### src/rtl/assert_macros.svh
// assertion macros used by damped_zoom_animator
// each macro takes a label, the clock, the active-low reset and the property terms
`ifndef ASSERT_MACROS_SVH
`define ASSERT_MACROS_SVH
`ifndef SYNTHESIS
`define DZA_ASSERT_IMP(lbl, ck, rn, ante, cons) \
  lbl: assert property (@(posedge ck) disable iff (!rn) (ante) |-> (cons)) \
    else $error("dza assertion failed");
`define DZA_ASSERT_NXT(lbl, ck, rn, ante, cons) \
  lbl: assert property (@(posedge ck) disable iff (!rn) (ante) |=> (cons)) \
    else $error("dza assertion failed");
`else
`define DZA_ASSERT_IMP(lbl, ck, rn, ante, cons)
`define DZA_ASSERT_NXT(lbl, ck, rn, ante, cons)
`endif
`endif

### src/rtl/dza_pkg.sv
// ----------------------------------------------------------------------------
// dza_pkg
// Types, constants and codes of the damped zoom animator.
// ----------------------------------------------------------------------------
package dza_pkg;

  // serial unit widths
  localparam int MUL_W  = 32;
  localparam int MUL_CW = $clog2(MUL_W);
  localparam int DIV_W  = 64;
  localparam int DVS_W  = 32;
  localparam int DIV_CW = $clog2(DIV_W);

  // q16 constants
  localparam logic [22:0] ONE_Q    = 23'd65536;
  localparam logic [22:0] ZMAX_Q   = 23'd4194304;
  localparam logic [14:0] HALF_Q   = 15'd32767;
  localparam logic [13:0] K_015    = 14'd9830;
  localparam logic [17:0] K_020    = 18'd13107;
  localparam logic [17:0] A_MAX    = 18'd131072;
  localparam logic [7:0]  K_0002   = 8'd131;
  localparam logic [8:0]  K_0004   = 9'd262;
  localparam logic [9:0]  K_001    = 10'd655;
  localparam logic [14:0] K_035    = 15'd22938;
  localparam logic [4:0]  MAX_STEPS = 5'd16;

  typedef enum logic [2:0] {
    OP_TICK  = 3'd0,
    OP_START = 3'd1,
    OP_STOP  = 3'd2,
    OP_ZIN   = 3'd3,
    OP_ZOUT  = 3'd4
  } op_t;

  typedef enum logic [1:0] {
    CFG_SPEED  = 2'd0,
    CFG_TSTEP  = 2'd1,
    CFG_PRESET = 2'd2
  } cfg_idx_t;

  typedef enum logic [3:0] {
    ST_IDLE,
    ST_DECODE,
    ST_ZDIV,
    ST_T_MUL1,
    ST_T_MUL2,
    ST_T_STEPS,
    ST_T_CHUNK,
    ST_S_BEGIN,
    ST_S_ADJ,
    ST_S_AV,
    ST_S_DIV,
    ST_S_CHK,
    ST_S_CHG,
    ST_RESULT
  } state_t;

  typedef struct packed {
    logic [2:0]  operation;
    logic [9:0]  elapsed_ms;
    logic [22:0] requested_factor_q16;
  } in_item_t;

  typedef struct packed {
    logic [22:0] zoom_q16;
    logic [22:0] target_q16;
    logic        animating;
    logic        magnifying;
    logic [16:0] frame_alpha_q16;
  } out_item_t;

  // status of a serial arithmetic unit
  typedef struct packed {
    logic busy;
    logic done;
  } unit_stat_t;

endpackage

### src/rtl/dza_mul.sv
// ----------------------------------------------------------------------------
// dza_mul
// Unsigned shift-add multiplier, one multiplier bit per cycle.
// ----------------------------------------------------------------------------
module dza_mul (
  input  logic                          clk,
  input  logic                          rst_n,
  input  logic                          start,
  input  logic [dza_pkg::MUL_W-1:0]     mul_a,
  input  logic [dza_pkg::MUL_W-1:0]     mul_b,
  output logic [2*dza_pkg::MUL_W-1:0]   prod,
  output dza_pkg::unit_stat_t           stat
);
  import dza_pkg::*;

  logic [2*MUL_W-1:0] acc_r;
  logic [2*MUL_W-1:0] mcand_r;
  logic [MUL_W-1:0]   mplier_r;
  logic [MUL_CW-1:0]  cnt_r;
  logic               busy_r;
  logic               done_r;

  // iteration control
  always_ff @(posedge clk) begin
    if (!rst_n) begin
      busy_r <= 1'b0;
      done_r <= 1'b0;
      cnt_r  <= '0;
    end else begin
      done_r <= 1'b0;
      if (start) begin
        busy_r <= 1'b1;
        cnt_r  <= MUL_CW'(MUL_W - 1);
      end else if (busy_r) begin
        cnt_r <= cnt_r - 1'b1;
        if (cnt_r == '0) begin
          busy_r <= 1'b0;
          done_r <= 1'b1;
        end
      end
    end
  end

  // accumulate shifted multiplicand
  always_ff @(posedge clk) begin
    if (start) begin
      acc_r    <= '0;
      mcand_r  <= {{MUL_W{1'b0}}, mul_a};
      mplier_r <= mul_b;
    end else if (busy_r) begin
      if (mplier_r[0]) begin
        acc_r <= acc_r + mcand_r;
      end
      mcand_r  <= {mcand_r[2*MUL_W-2:0], 1'b0};
      mplier_r <= {1'b0, mplier_r[MUL_W-1:1]};
    end
  end

  assign prod      = acc_r;
  assign stat.busy = busy_r;
  assign stat.done = done_r;

endmodule

### src/rtl/dza_div.sv
// ----------------------------------------------------------------------------
// dza_div
// Unsigned restoring divider, one quotient bit per cycle.
// ----------------------------------------------------------------------------
module dza_div (
  input  logic                      clk,
  input  logic                      rst_n,
  input  logic                      start,
  input  logic [dza_pkg::DIV_W-1:0] dividend,
  input  logic [dza_pkg::DVS_W-1:0] divisor,
  output logic [dza_pkg::DIV_W-1:0] quot,
  output dza_pkg::unit_stat_t       stat
);
  import dza_pkg::*;

  logic [DIV_W-1:0]  quo_r;
  logic [DVS_W-1:0]  rem_r;
  logic [DVS_W-1:0]  dvs_r;
  logic [DIV_CW-1:0] cnt_r;
  logic              busy_r;
  logic              done_r;
  logic [DVS_W:0]    trial;
  logic [DVS_W:0]    diff;
  logic              ge;

  // trial subtract
  always_comb begin
    trial = {rem_r, quo_r[DIV_W-1]};
    diff  = trial - {1'b0, dvs_r};
    ge    = (trial >= {1'b0, dvs_r});
  end

  // iteration control
  always_ff @(posedge clk) begin
    if (!rst_n) begin
      busy_r <= 1'b0;
      done_r <= 1'b0;
      cnt_r  <= '0;
    end else begin
      done_r <= 1'b0;
      if (start) begin
        busy_r <= 1'b1;
        cnt_r  <= DIV_CW'(DIV_W - 1);
      end else if (busy_r) begin
        cnt_r <= cnt_r - 1'b1;
        if (cnt_r == '0) begin
          busy_r <= 1'b0;
          done_r <= 1'b1;
        end
      end
    end
  end

  // shift dividend out, quotient in
  always_ff @(posedge clk) begin
    if (start) begin
      quo_r <= dividend;
      rem_r <= '0;
      dvs_r <= divisor;
    end else if (busy_r) begin
      rem_r <= ge ? diff[DVS_W-1:0] : trial[DVS_W-1:0];
      quo_r <= {quo_r[DIV_W-2:0], ge};
    end
  end

  assign quot      = quo_r;
  assign stat.busy = busy_r;
  assign stat.done = done_r;

endmodule

### src/rtl/damped_zoom_animator.sv
// ----------------------------------------------------------------------------
// damped_zoom_animator
// Damped zoom animation: command and tick transactions update zoom, target,
// velocity and animating flag through a serial multiplier and divider.
// ----------------------------------------------------------------------------
//  channel  | direction | handshake          | payload
//  in_      | input     | in_valid/in_stall  | in_item_t (operation, elapsed, factor)
//  out_     | output    | out_valid/out_stall| out_item_t (zoom, target, flags, alpha)
//  cfg_     | input     | cfg_valid/cfg_ready| cfg_index, cfg_wdata
//
//  start, stop and unused codes go straight to the result, zoom in/out runs one divide
//  a tick runs two multiplies and one or two divides, plus up to 16 sub-steps,
//  all on the serial multiplier and the serial divider
//  one transaction is in work at a time; the output register frees the input
//  reset is synchronous: zoom and target 1.0, velocity 0, not animating
//  a stalled result holds the next one in the final state until taken
// ----------------------------------------------------------------------------
`include "assert_macros.svh"

module damped_zoom_animator (
  input  logic                clk,
  input  logic                rst_n,
  input  logic                in_valid,
  output logic                in_stall,
  input  dza_pkg::in_item_t   in_data,
  output logic                out_valid,
  input  logic                out_stall,
  output dza_pkg::out_item_t  out_data,
  input  logic                cfg_valid,
  output logic                cfg_ready,
  input  logic [1:0]          cfg_index,
  input  logic [22:0]         cfg_wdata
);
  import dza_pkg::*;

  state_t      state_r;
  state_t      state_nxt;
  in_item_t    item_r;
  logic [11:0] speed_r;
  logic [11:0] tstep_r;
  logic [22:0] preset_r;
  logic [22:0] zoom_r;
  logic [22:0] goal_r;
  logic [23:0] vel_r;
  logic        moving_r;
  logic [36:0] prod_r;
  logic [4:0]  steps_r;
  logic [4:0]  left_r;
  logic [28:0] chunk_r;
  logic [19:0] adj_r;
  logic        num_neg_r;
  logic        out_valid_r;
  out_item_t   out_r;

  // serial unit hookup
  logic                 mul_start;
  logic [MUL_W-1:0]     mul_a;
  logic [MUL_W-1:0]     mul_b;
  logic [2*MUL_W-1:0]   mul_p;
  unit_stat_t           mul_stat;
  logic                 div_start;
  logic [DIV_W-1:0]     div_n;
  logic [DVS_W-1:0]     div_d;
  logic [DIV_W-1:0]     div_q;
  unit_stat_t           div_stat;

  // derived values
  logic        in_acc;
  logic        out_free;
  logic [23:0] dx;
  logic [23:0] dx_abs;
  logic        dx_neg;
  logic        dx_pos;
  logic [22:0] dx_mag;
  logic [24:0] a_raw;
  logic [17:0] a_q;
  logic [23:0] vel_abs;
  logic        vel_neg;
  logic [22:0] vel_mag;
  logic [43:0] nv;
  logic [43:0] na;
  logic [43:0] num;
  logic [43:0] num_abs;
  logic [42:0] num_mag;
  logic [23:0] vel_new;
  logic        settle;
  logic [35:0] chg_mag;
  logic [39:0] change;
  logic [39:0] zsum;
  logic [22:0] zoom_new;
  logic [4:0]  steps_sat;
  logic [22:0] start_req;
  logic [22:0] start_goal;
  logic [22:0] excess;
  logic [16:0] alpha;

  dza_mul u_mul (
    .clk   (clk),
    .rst_n (rst_n),
    .start (mul_start),
    .mul_a (mul_a),
    .mul_b (mul_b),
    .prod  (mul_p),
    .stat  (mul_stat)
  );

  dza_div u_div (
    .clk      (clk),
    .rst_n    (rst_n),
    .start    (div_start),
    .dividend (div_n),
    .divisor  (div_d),
    .quot     (div_q),
    .stat     (div_stat)
  );

  assign in_stall  = (state_r != ST_IDLE);
  assign in_acc    = in_valid && !in_stall;
  assign out_free  = !out_valid_r || !out_stall;
  assign cfg_ready = 1'b1;
  assign out_valid = out_valid_r;
  assign out_data  = out_r;

  // sub-step arithmetic
  always_comb begin
    dx      = {1'b0, goal_r} - {1'b0, zoom_r};
    dx_neg  = dx[23];
    dx_abs  = dx_neg ? (~dx + 24'd1) : dx;
    dx_mag  = dx_abs[22:0];
    dx_pos  = !dx_neg && (dx != '0);
    a_raw   = ({2'b0, dx_mag} + {1'b0, dx_mag, 1'b0}) >> 1;
    if (a_raw < {7'b0, K_020}) begin
      a_q = K_020;
    end else if (a_raw > {7'b0, A_MAX}) begin
      a_q = A_MAX;
    end else begin
      a_q = a_raw[17:0];
    end
    vel_neg = vel_r[23];
    vel_abs = vel_neg ? (~vel_r + 24'd1) : vel_r;
    vel_mag = vel_abs[22:0];
    nv      = vel_neg ? (~{3'b0, mul_p[40:0]} + 44'd1) : {3'b0, mul_p[40:0]};
    na      = dx_neg ? (~{8'b0, adj_r, 16'b0} + 44'd1) : {8'b0, adj_r, 16'b0};
    num     = nv + na;
    num_abs = num[43] ? (~num + 44'd1) : num;
    num_mag = num_abs[42:0];
    vel_new = num_neg_r ? (~{1'b0, div_q[22:0]} + 24'd1) : {1'b0, div_q[22:0]};
    settle  = (dx_mag < {15'b0, K_0002}) && (vel_mag < {14'b0, K_0004});
    chg_mag = mul_p[51:16];
    if ((chg_mag == '0) && (vel_r != '0)) begin
      change = dx_pos ? {30'b0, K_001} : (~{30'b0, K_001} + 40'd1);
    end else begin
      change = vel_neg ? (~{4'b0, chg_mag} + 40'd1) : {4'b0, chg_mag};
    end
    zsum = {17'b0, zoom_r} + change;
    if ($signed(zsum) < $signed({17'b0, ONE_Q})) begin
      zoom_new = ONE_Q;
    end else if ($signed(zsum) > $signed({17'b0, ZMAX_Q})) begin
      zoom_new = ZMAX_Q;
    end else begin
      zoom_new = zsum[22:0];
    end
  end

  // tick and command arithmetic
  always_comb begin
    if (div_q == '0) begin
      steps_sat = 5'd1;
    end else if (div_q > DIV_W'(MAX_STEPS)) begin
      steps_sat = MAX_STEPS;
    end else begin
      steps_sat = div_q[4:0];
    end
    start_req = (item_r.requested_factor_q16 == ONE_Q) ? ONE_Q : preset_r;
    if ((item_r.requested_factor_q16 == '0) && (goal_r != ONE_Q)) begin
      start_goal = ONE_Q;
    end else if (start_req < ONE_Q) begin
      start_goal = ONE_Q;
    end else if (start_req > ZMAX_Q) begin
      start_goal = ZMAX_Q;
    end else begin
      start_goal = start_req;
    end
    excess = zoom_r - ONE_Q;
    alpha  = (excess > {8'b0, HALF_Q}) ? 17'd65536 : {1'b0, excess[14:0], 1'b0};
  end

  // next state
  always_comb begin
    state_nxt = state_r;
    unique case (state_r)
      ST_IDLE:    if (in_acc) state_nxt = ST_DECODE;
      ST_DECODE: begin
        unique case (item_r.operation)
          OP_TICK:         state_nxt = moving_r ? ST_T_MUL1 : ST_RESULT;
          OP_ZIN, OP_ZOUT: state_nxt = ST_ZDIV;
          default:         state_nxt = ST_RESULT;
        endcase
      end
      ST_ZDIV:    if (div_stat.done) state_nxt = ST_RESULT;
      ST_T_MUL1:  if (mul_stat.done) state_nxt = ST_T_MUL2;
      ST_T_MUL2: begin
        if (mul_stat.done) state_nxt = (tstep_r != '0) ? ST_T_STEPS : ST_T_CHUNK;
      end
      ST_T_STEPS: if (div_stat.done) state_nxt = ST_T_CHUNK;
      ST_T_CHUNK: if (div_stat.done) state_nxt = ST_S_BEGIN;
      ST_S_BEGIN: state_nxt = ST_S_ADJ;
      ST_S_ADJ:   if (mul_stat.done) state_nxt = ST_S_AV;
      ST_S_AV:    if (mul_stat.done) state_nxt = ST_S_DIV;
      ST_S_DIV:   if (div_stat.done) state_nxt = ST_S_CHK;
      ST_S_CHK:   state_nxt = settle ? ST_RESULT : ST_S_CHG;
      ST_S_CHG: begin
        if (mul_stat.done) state_nxt = (left_r == 5'd1) ? ST_RESULT : ST_S_BEGIN;
      end
      ST_RESULT:  if (out_free) state_nxt = ST_IDLE;
      default:    state_nxt = ST_IDLE;
    endcase
  end

  // unit starts and operands
  always_comb begin
    mul_start = 1'b0;
    mul_a     = '0;
    mul_b     = '0;
    div_start = 1'b0;
    div_n     = '0;
    div_d     = '0;
    unique case (state_r)
      ST_DECODE: begin
        unique case (item_r.operation)
          OP_TICK: begin
            mul_start = moving_r;
            mul_a     = MUL_W'(item_r.elapsed_ms);
            mul_b     = MUL_W'(speed_r);
          end
          OP_ZIN: begin
            div_start = 1'b1;
            div_n     = DIV_W'({goal_r, 2'b00}) + DIV_W'({goal_r, 1'b0});
            div_d     = DVS_W'(5);
          end
          OP_ZOUT: begin
            div_start = 1'b1;
            div_n     = DIV_W'({goal_r, 2'b00}) + DIV_W'(goal_r);
            div_d     = DVS_W'(6);
          end
          default: ;
        endcase
      end
      ST_T_MUL1: begin
        mul_start = mul_stat.done;
        mul_a     = MUL_W'(mul_p[21:0]);
        mul_b     = MUL_W'(K_035);
      end
      ST_T_MUL2: begin
        div_start = mul_stat.done;
        if (tstep_r != '0) begin
          div_n = DIV_W'(mul_p[36:0]);
          div_d = DVS_W'({tstep_r, 15'd0});
        end else begin
          div_n = DIV_W'(mul_p[36:8]);
          div_d = DVS_W'(MAX_STEPS);
        end
      end
      ST_T_STEPS: begin
        div_start = div_stat.done;
        div_n     = DIV_W'(prod_r[36:8]);
        div_d     = DVS_W'(steps_sat);
      end
      ST_S_BEGIN: begin
        mul_start = 1'b1;
        mul_a     = MUL_W'(dx_mag);
        mul_b     = MUL_W'(K_015);
      end
      ST_S_ADJ: begin
        mul_start = mul_stat.done;
        mul_a     = MUL_W'(a_q);
        mul_b     = MUL_W'(vel_mag);
      end
      ST_S_AV: begin
        div_start = mul_stat.done;
        div_n     = DIV_W'(num_mag);
        div_d     = DVS_W'({1'b0, a_q} + 19'd65536);
      end
      ST_S_CHK: begin
        mul_start = !settle;
        mul_a     = MUL_W'(vel_mag);
        mul_b     = MUL_W'(chunk_r);
      end
      default: ;
    endcase
  end

  // state, animation state and configuration
  always_ff @(posedge clk) begin
    if (!rst_n) begin
      state_r     <= ST_IDLE;
      speed_r     <= 12'd256;
      tstep_r     <= 12'd384;
      preset_r    <= 23'd131072;
      zoom_r      <= ONE_Q;
      goal_r      <= ONE_Q;
      vel_r       <= '0;
      moving_r    <= 1'b0;
      out_valid_r <= 1'b0;
    end else begin
      state_r <= state_nxt;
      if (cfg_valid && cfg_ready) begin
        unique case (cfg_index)
          CFG_SPEED:  speed_r  <= cfg_wdata[11:0];
          CFG_TSTEP:  tstep_r  <= cfg_wdata[11:0];
          CFG_PRESET: preset_r <= cfg_wdata;
          default: ;
        endcase
      end
      if ((state_r == ST_DECODE) && (item_r.operation == OP_START)) begin
        goal_r   <= start_goal;
        moving_r <= 1'b1;
      end
      if ((state_r == ST_DECODE) && (item_r.operation == OP_STOP)) begin
        goal_r   <= ONE_Q;
        moving_r <= 1'b1;
      end
      if ((state_r == ST_ZDIV) && div_stat.done) begin
        moving_r <= 1'b1;
        if (item_r.operation == OP_ZIN) begin
          goal_r <= (div_q > DIV_W'(ZMAX_Q)) ? ZMAX_Q : div_q[22:0];
        end else begin
          goal_r <= (div_q < DIV_W'(ONE_Q)) ? ONE_Q : div_q[22:0];
        end
      end
      if ((state_r == ST_S_DIV) && div_stat.done) begin
        vel_r <= vel_new;
      end
      if ((state_r == ST_S_CHK) && settle) begin
        vel_r    <= '0;
        zoom_r   <= goal_r;
        moving_r <= 1'b0;
      end
      if ((state_r == ST_S_CHG) && mul_stat.done) begin
        zoom_r <= zoom_new;
      end
      // output register
      if ((state_r == ST_RESULT) && out_free) begin
        out_valid_r <= 1'b1;
      end else if (!out_stall) begin
        out_valid_r <= 1'b0;
      end
    end
  end

  // working registers
  always_ff @(posedge clk) begin
    if (in_acc) begin
      item_r <= in_data;
    end
    if ((state_r == ST_T_MUL2) && mul_stat.done) begin
      prod_r  <= mul_p[36:0];
      steps_r <= MAX_STEPS;
    end
    if ((state_r == ST_T_STEPS) && div_stat.done) begin
      steps_r <= steps_sat;
    end
    if ((state_r == ST_T_CHUNK) && div_stat.done) begin
      chunk_r <= div_q[28:0];
      left_r  <= steps_r;
    end
    if ((state_r == ST_S_ADJ) && mul_stat.done) begin
      adj_r <= mul_p[35:16];
    end
    if ((state_r == ST_S_AV) && mul_stat.done) begin
      num_neg_r <= num[43];
    end
    if ((state_r == ST_S_CHG) && mul_stat.done) begin
      left_r <= left_r - 5'd1;
    end
    if ((state_r == ST_RESULT) && out_free) begin
      out_r.zoom_q16        <= zoom_r;
      out_r.target_q16      <= goal_r;
      out_r.animating       <= moving_r;
      out_r.magnifying      <= (zoom_r != ONE_Q);
      out_r.frame_alpha_q16 <= alpha;
    end
  end

  // checks
  `DZA_ASSERT_IMP(a_mul_free, clk, rst_n, mul_start, !mul_stat.busy)
  `DZA_ASSERT_IMP(a_div_free, clk, rst_n, div_start, !div_stat.busy)
  `DZA_ASSERT_IMP(a_zoom_rng, clk, rst_n, 1'b1, (zoom_r >= ONE_Q) && (zoom_r <= ZMAX_Q))
  `DZA_ASSERT_NXT(a_settle, clk, rst_n, (state_r == ST_S_CHK) && settle, !moving_r && (vel_r == '0))

endmodule
### config.mk
export PLATFORM = sky130hd
export DESIGN_NAME = damped_zoom_animator
export DESIGN_NICKNAME = d
export VERILOG_FILES = /design/src/rtl/dza_pkg.sv /design/src/rtl/dza_mul.sv /design/src/rtl/dza_div.sv /design/src/rtl/damped_zoom_animator.sv
export VERILOG_INCLUDE_DIRS = /design/src /design/src/rtl
export SDC_FILE = /design/constraint.sdc
export NUM_CORES = 2
export LEC_CHECK = 0
export ABC_CLOCK_PERIOD_IN_PS = 22500
export BUFFER_PORTS_ARGS = -buffer_cell sky130_fd_sc_hd__buf_2
export CELL_PAD_IN_SITES_DETAIL_PLACEMENT = 0
export CELL_PAD_IN_SITES_GLOBAL_PLACEMENT = 1
export CORE_ASPECT_RATIO = 1.25
export CORE_MARGIN = 5
export CORE_UTILIZATION = 40
export DETAILED_ROUTE_END_ITERATION = 10
export GPL_ROUTABILITY_DRIVEN = 1
export PLACE_DENSITY_LB_ADDON = 0.1
export SYNTH_ARGS = -nofsm -noshare
export SYNTH_HDL_FRONTEND = slang
export SYNTH_SLANG_ARGS = --single-unit
### constraint.sdc
create_clock -name clk -period 22.5 [get_ports clk]
set_clock_uncertainty 0.1 [all_clocks]
set_input_delay 3.375 -clock clk [delete_from_list [all_inputs] [get_ports clk]]
set_output_delay 3.375 -clock clk [all_outputs]
set_load 0.03 [all_outputs]
# Yosys cells after proc, flatten, opt, wreduce, memory -nomap -nowiden
# Index checks and enable logic that the tools add are counted.
# classes
add_sub_neg,20
mux,87
magnitude_cmp,13
n_eq_ne,35
bitwise_logic,10
n_reduce_logical,52
# ops
operator,n
2-to-1 mux 23 bit,16
case mux 43 bit (4 select lines),1
2-to-1 mux 32 bit,5
case mux 29 bit (5 select lines),1
2-to-1 mux 64 bit,2
2-to-1 mux 40 bit,3
case mux 23 bit (5 select lines),1
case mux 27 bit (4 select lines),1
adder 44 x 1 -> 44 bit (second input constant),2
2-to-1 mux 44 bit,2
adder 64 bit,1
greater-than comparator 64 x 23 -> 1 bit (second input constant),1
greater-than comparator 64 x 5 -> 1 bit (second input constant),1
logical NOT 64 bit,1
< comparator 64 x 17 -> 1 bit (second input constant),1
case mux 4 bit (14 select lines),1
2-to-1 mux 4 bit,13
case mux 26 bit (2 select lines),1
nonzero test 24 bit,2
adder 23 x 1 -> 23 bit (second input constant),2
inequality test 23 x 17 -> 1 bit (second input constant),2
inverter 23 bit,2
adder 44 bit,1
inverter 36 -> 44 bit,1
other kinds (75),153
# word_totals
inputBits,66
regBits,624

# Logic depth before layout (Yosys ltp)
# logic_depth
word_depth,10
mapped_depth,32
ltp_nobuf,30

# Modules after synthesis
# A second synthesis with hierarchy kept.
# unflattened
cells_unflattened,5130
area_unflattened_um2,44332.5
# modules_own_cells
module,seq_area_each_um2,cells_each,area_per_inst_um2,instances
damped_zoom_animator,8137.8,3342,26820.7,1
dza_mul,3983.8,1098,10073.4,1
dza_div,3683.5,690,7438.4,1

# Worst setup path before layout
# No wires, ideal clock.
# synth_timing
path_type,register to register
startpoint,register goal_r[0]
endpoint,register zoom_r[12]
stages_incl_launch_ff,32
setup_ns,0.130
t_arrival_ns,7.038
slack_ns,15.231
path_buffers,2
required_ns,22.270
path_cell_list,dfxtp_1 inv_1 ha_1 inv_1 fa_1 a211oi_1 o211ai_1 a41oi_1 o221ai_1 a221o_1 xnor2_1 nor4_1 nand3b_1 o21ai_1 nor2_1 a21oi_1 ha_1 clkbuf_1 and4_1 and3_1 a211o_1 a22o_1 a21oi_1 nor2b_1 xnor2_1 or4_1 nor3b_1 mux2_2 nor3b_1 nand4_1 buf_2 o22ai_1
# synth_between
elab_chain_len,10
word_cells_on_any_way,19
# synth_rtl
element,line_no,source
"start, declared",damped_zoom_animator.sv:43,logic [22:0] goal_r;
"start signal, assigned",damped_zoom_animator.sv:316,goal_r <= start_goal;
"start signal, assigned",damped_zoom_animator.sv:326,goal_r <= (div_q > DIV_W'(ZMAX_Q)) ? ZMAX_Q : div_q[22:0];
"start signal, assigned",damped_zoom_animator.sv:328,goal_r <= (div_q < DIV_W'(ONE_Q)) ? ONE_Q : div_q[22:0];
subtractor 23 x 23 -> 24 bit (*),damped_zoom_animator.sv:126,"dx = {1'b0, goal_r} - {1'b0, zoom_r};"
nonzero test 24 bit / logical NOT 1 bit (equally long branches),damped_zoom_animator.sv:130,dx_pos = !dx_neg && (dx != '0);
logical AND 1 bit,damped_zoom_animator.sv:130,
2-to-1 mux 40 bit,damped_zoom_animator.sv:151,"change = dx_pos ? {30'b0, K_001} : (~{30'b0, K_001} + 40'd1);"
2-to-1 mux 40 bit,damped_zoom_animator.sv:150,if ((chg_mag == '0) && (vel_r != '0)) begin
adder 23 x 40 -> 40 bit,damped_zoom_animator.sv:155,"zsum = {17'b0, zoom_r} + change;"
greater-than comparator 40 x 24 -> 1 bit,damped_zoom_animator.sv:158,"end else if ($signed(zsum) > $signed({17'b0, ZMAX_Q})) begin"
2-to-1 mux 23 bit,damped_zoom_animator.sv:158,
2-to-1 mux 23 bit,damped_zoom_animator.sv:156,"if ($signed(zsum) < $signed({17'b0, ONE_Q})) begin"
2-to-1 mux 23 bit,damped_zoom_animator.sv:339,if ((state_r == ST_S_CHG) && mul_stat.done) begin
"end signal, assigned",damped_zoom_animator.sv:336,zoom_r <= goal_r;
"end signal, assigned",damped_zoom_animator.sv:340,zoom_r <= zoom_new;
"end, declared",damped_zoom_animator.sv:42,logic [22:0] zoom_r;
# Every way passes the cells marked *; elsewhere a longest branch is shown, timed or not.
# A chain may end at the register's enable or synchronous reset.

# Final worst setup path
# layout_timing
startpoint,register goal_r[0]
endpoint,register zoom_r[10]
# The elaborated chain is that of the path after synthesis.

==> run summary <==
The tools report the startpoint of the worst register-to-register path as goal_r[0]. The logs give 4578 for the synthesized instance count and 129 for the total number of placement rows. Averaged over all synthesized cells, the footprint is 8.68 um2. The tools report the net count of the mapped netlist as 4879. For this design, the slowest cell found on the critical path is nor4_1. Of all nets on the critical path, the largest fanout is 19. The detail route stage leaves a number of antenna-violating nets equal to 0.

The die covers 0.106 mm2. The number of synthesized register bits is 583, and the depth of the worst register-to-register path is 30. Synthesis-to-layout area growth: 11.6%. The endpoint of the lowest-slack register-to-register path is zoom_r[10]. At the placement stage, the worst setup path has a slack of 13880 ps. The critical path start-end classification is reg -> reg. The flip-flop cell with the highest count after synthesis is edfxtp_1.

The total overflow left after global routing is 0. The buffer type at the clock tree root is clkbuf_16. The final count of hold timing violations was 0; the pin count of the biggest net entering global routing was 111. The logs give 1 for the number of antenna violations at the first check in global routing and 0 for the max-capacitance violation count. For the number of detailed-route iterations in the first pass, the log shows 8. The number of antenna diodes in the final layout is 0.

The die is 292 um wide. Startpoint type of the worst setup path: a flop. In this run the worst hold path is classified as reg -> reg. The critical path endpoint category is a flop. Final setup slack of the worst path: 13640 ps. Buffers inserted during clock tree synthesis total 69. The critical path required time came out at 22880 ps. 134 I/O pins were placed. For the worst-skew pair, the clock arrives at the later sink with an insertion delay of 650 ps.

For the pin with the worst max-slew slack, the measured transition is 1180 ps. The clock-pin slew of the registers on the worst-case setup and hold paths was 60 ps; the shortest clock period the worst path allows after layout was 8860 ps. After clock tree synthesis, the setup repair step added 0 buffers. In the final routed layout, each cell accounts on average for 25.2 um. Buffers placed on the I/O ports in this run total 131. Setup repair after global routing left no endpoint under its margin. Along the worst hold path, the cell count comes to 2. For this configuration, the core starts out at a cell density of 40.2%. The logs give 583 for the clock sink count and 113 MHz for the maximum frequency from static timing analysis. The logs give 33.8k for the number of global-route vias before repair and 13640 ps for the setup slack of the most critical reg-to-reg path. Hold repair after CTS inserted 0 buffers. In this design, the stage delay of the slowest critical-path cell is 660 ps. The startpoint identified for the worst hold timing path is speed_r[7].

TritonCTS built the clock tree. The via count was 35.6k. Counting flops with an async set or reset pin after synthesis yields a share of 0%. The final clock period utilization by the worst path is 39.4%.

The capture endpoint of the worst hold path is speed_r[7]. The final estimated routing congestion in global placement was 0.931; the final count of negative-setup-slack endpoints was 0. The setup total negative slack is 0 ps, and the layout cell share with drive strength beyond 1 is 9.60%. The deepest level of the CTS H-tree was 3. In this run, distinct cell masters in the synthesized netlist total 94.

The clock tree buffer depth is 3, and the first-pass GRT wire length is 224 mm. The mapped netlist covers 0.0397 mm2. Number of warning messages in the yosys log: 0. Counting flops with a built-in enable in the synthesized netlist gives 341. The tools report the post-detailed-placement half-perimeter wirelength as 114 mm. The core region is 0.0988 mm2. For the number of DRC violations after detailed routing, the log shows 0. The run finished with clean final reports. For this block, the routed nets add up to 151 mm of wire. The logs give 0 for the number of max-slew violations in the final report and 27.5% for the total routing usage reported by global routing. The net count reported at finish is 4943.

After synthesis, flip-flops and latches occupy 38.0% of the total area. The number of gates resized after CTS was 0. The arrival time of data at the critical path endpoint was 9240 ps. Using the TritonRoute via totals, the vias-per-cell ratio works out to 5.92. The tools report the remaining max-slew budget at the tightest pin as 20.8%.

In this run the vertical extent of the chip is 362 um. The detailed router finished its first iteration with 3030 violations.
==> cells in the final DEF, fill, tap and decap left out, drive strengths merged, types with 37 or more instances in the layout <==
master,instances
a21oi,435
ha,228
nand3,82
nand2,488
xnor2,198
a31oi,37
xor2,168
nor4,59
dfxtp,242
o22ai,37
a211oi,83
clkbuf,87
or3,50
a21o,90
nor3,105
and2,53
o21a,41
buf,239
nand2b,55
mux2i,64
o31ai,46
nor2,425
inv,182
and3,49
o21ai,256
nand4,46
edfxtp,341
==> flip-flops by register name, summed over array words and instances, names as in the netlist, 6 cells and up <==
register        flops
item_r             36
u_mul.mcand_r      52
u_div.dvs_r        27
chunk_r            29
u_div.rem_r        32
u_mul.prod         52
u_mul.mplier_r     29
tstep_r            12
vel_r              24
speed_r            12
u_div.quot         64
out_data           64
goal_r             23
u_div.cnt_r         6
preset_r           23
prod_r             29
adj_r              20
zoom_r             23
==> metal layers <==
layer / vias up / part of all wire [%] / global-route usage, %
met5: - / 0.0073 / 0
met4: 2 / 4.8 / 12.1
met3: 253 / 4.9 / 3.17
met2: 1063 / 49 / 47.2
met1: 17300 / 42 / 35.0
li1: 16900 / - / -
==> cell families (layout without fill, tap and decap cells) <==
family	Yosys count	after routing	synth area share, %
other cells	2	2	0.0189
fa+ha+maj	235	235	7.53
buf+inv	426	545	4.11
mux	88	88	2.29
flops	583	583	38.0
simple gates	1560	1560	18.7
compound gates	1318	1318	21.2
xor+xnor	366	366	8.18
==> per-stage QoR <==
stage          std cells  hold WS, ps  area, um2  utilization [%]
4_1_cts             6007          369      44300             44.9
2_1_floorplan       4578          324      39700                -
6_report            6007          371      44300             44.9
3_3_place_gp        5880          351      42000             42.5
3_5_place_dp        5881          357      42000             42.5
5_1_grt             6007          388      44300             44.9
==> worst max-delay path: cells and delay by family, from the launching register on <==
family	cells	cell delay, ps
compound gates	11	2910
xor+xnor	2	290
fa+ha+maj	3	860
buf+inv	3	440
flops	1	410
mux	1	380
simple gates	10	3290
==> how the worst max path moves through the flow <==
stage               slack (ps)  cells past startpoint      start         end
finish                   13640                     30  goal_r[0]  zoom_r[10]
floorplan                15230                     31  goal_r[0]  zoom_r[12]
detailed placement       13880                     29  zoom_r[0]  zoom_r[10]
CTS                      13810                     30  goal_r[0]  zoom_r[10]
global route             13100                     30  goal_r[0]  zoom_r[10]
global placement         13900                     30  goal_r[0]  zoom_r[10]
==> cells in the mapped netlist, types with 41 or more instances <==
cell,instances,area (um2)
a211oi_1,83,623
a21oi_1,435,2180
nand2_1,488,1830
dfxtp_1,242,4840
and3_1,49,307
nor2_1,425,1600
o21ai_0,228,1140
mux2i_1,64,641
o31ai_1,46,345
nor3_1,105,526
ha_1,228,2850
or3_1,49,307
nor4_1,59,369
edfxtp_1,341,10200
clkbuf_1,212,796
a21o_1,89,668
nand4_1,46,288
xor2_1,167,1460
nand2b_1,55,344
nand3_1,82,410
o21a_1,41,308
and2_1,53,332
xnor2_1,196,1720
inv_1,177,664
==> area by class of cell <==
class | count | area, um2
clock buffers | 87 | 1890
fillers | 9842 | 54500
flip-flops and latches | 583 | 15100
multi-input cells | 3569 | 23100
inverters | 180 | 679
well taps | 1310 | 1640
repair buffers | 239 | 1480
clock inverters | 39 | 439
Power is left out: the tool's default activity adds up to more than one toggle a clock period on the data nets, which glitch-free logic cannot reach.
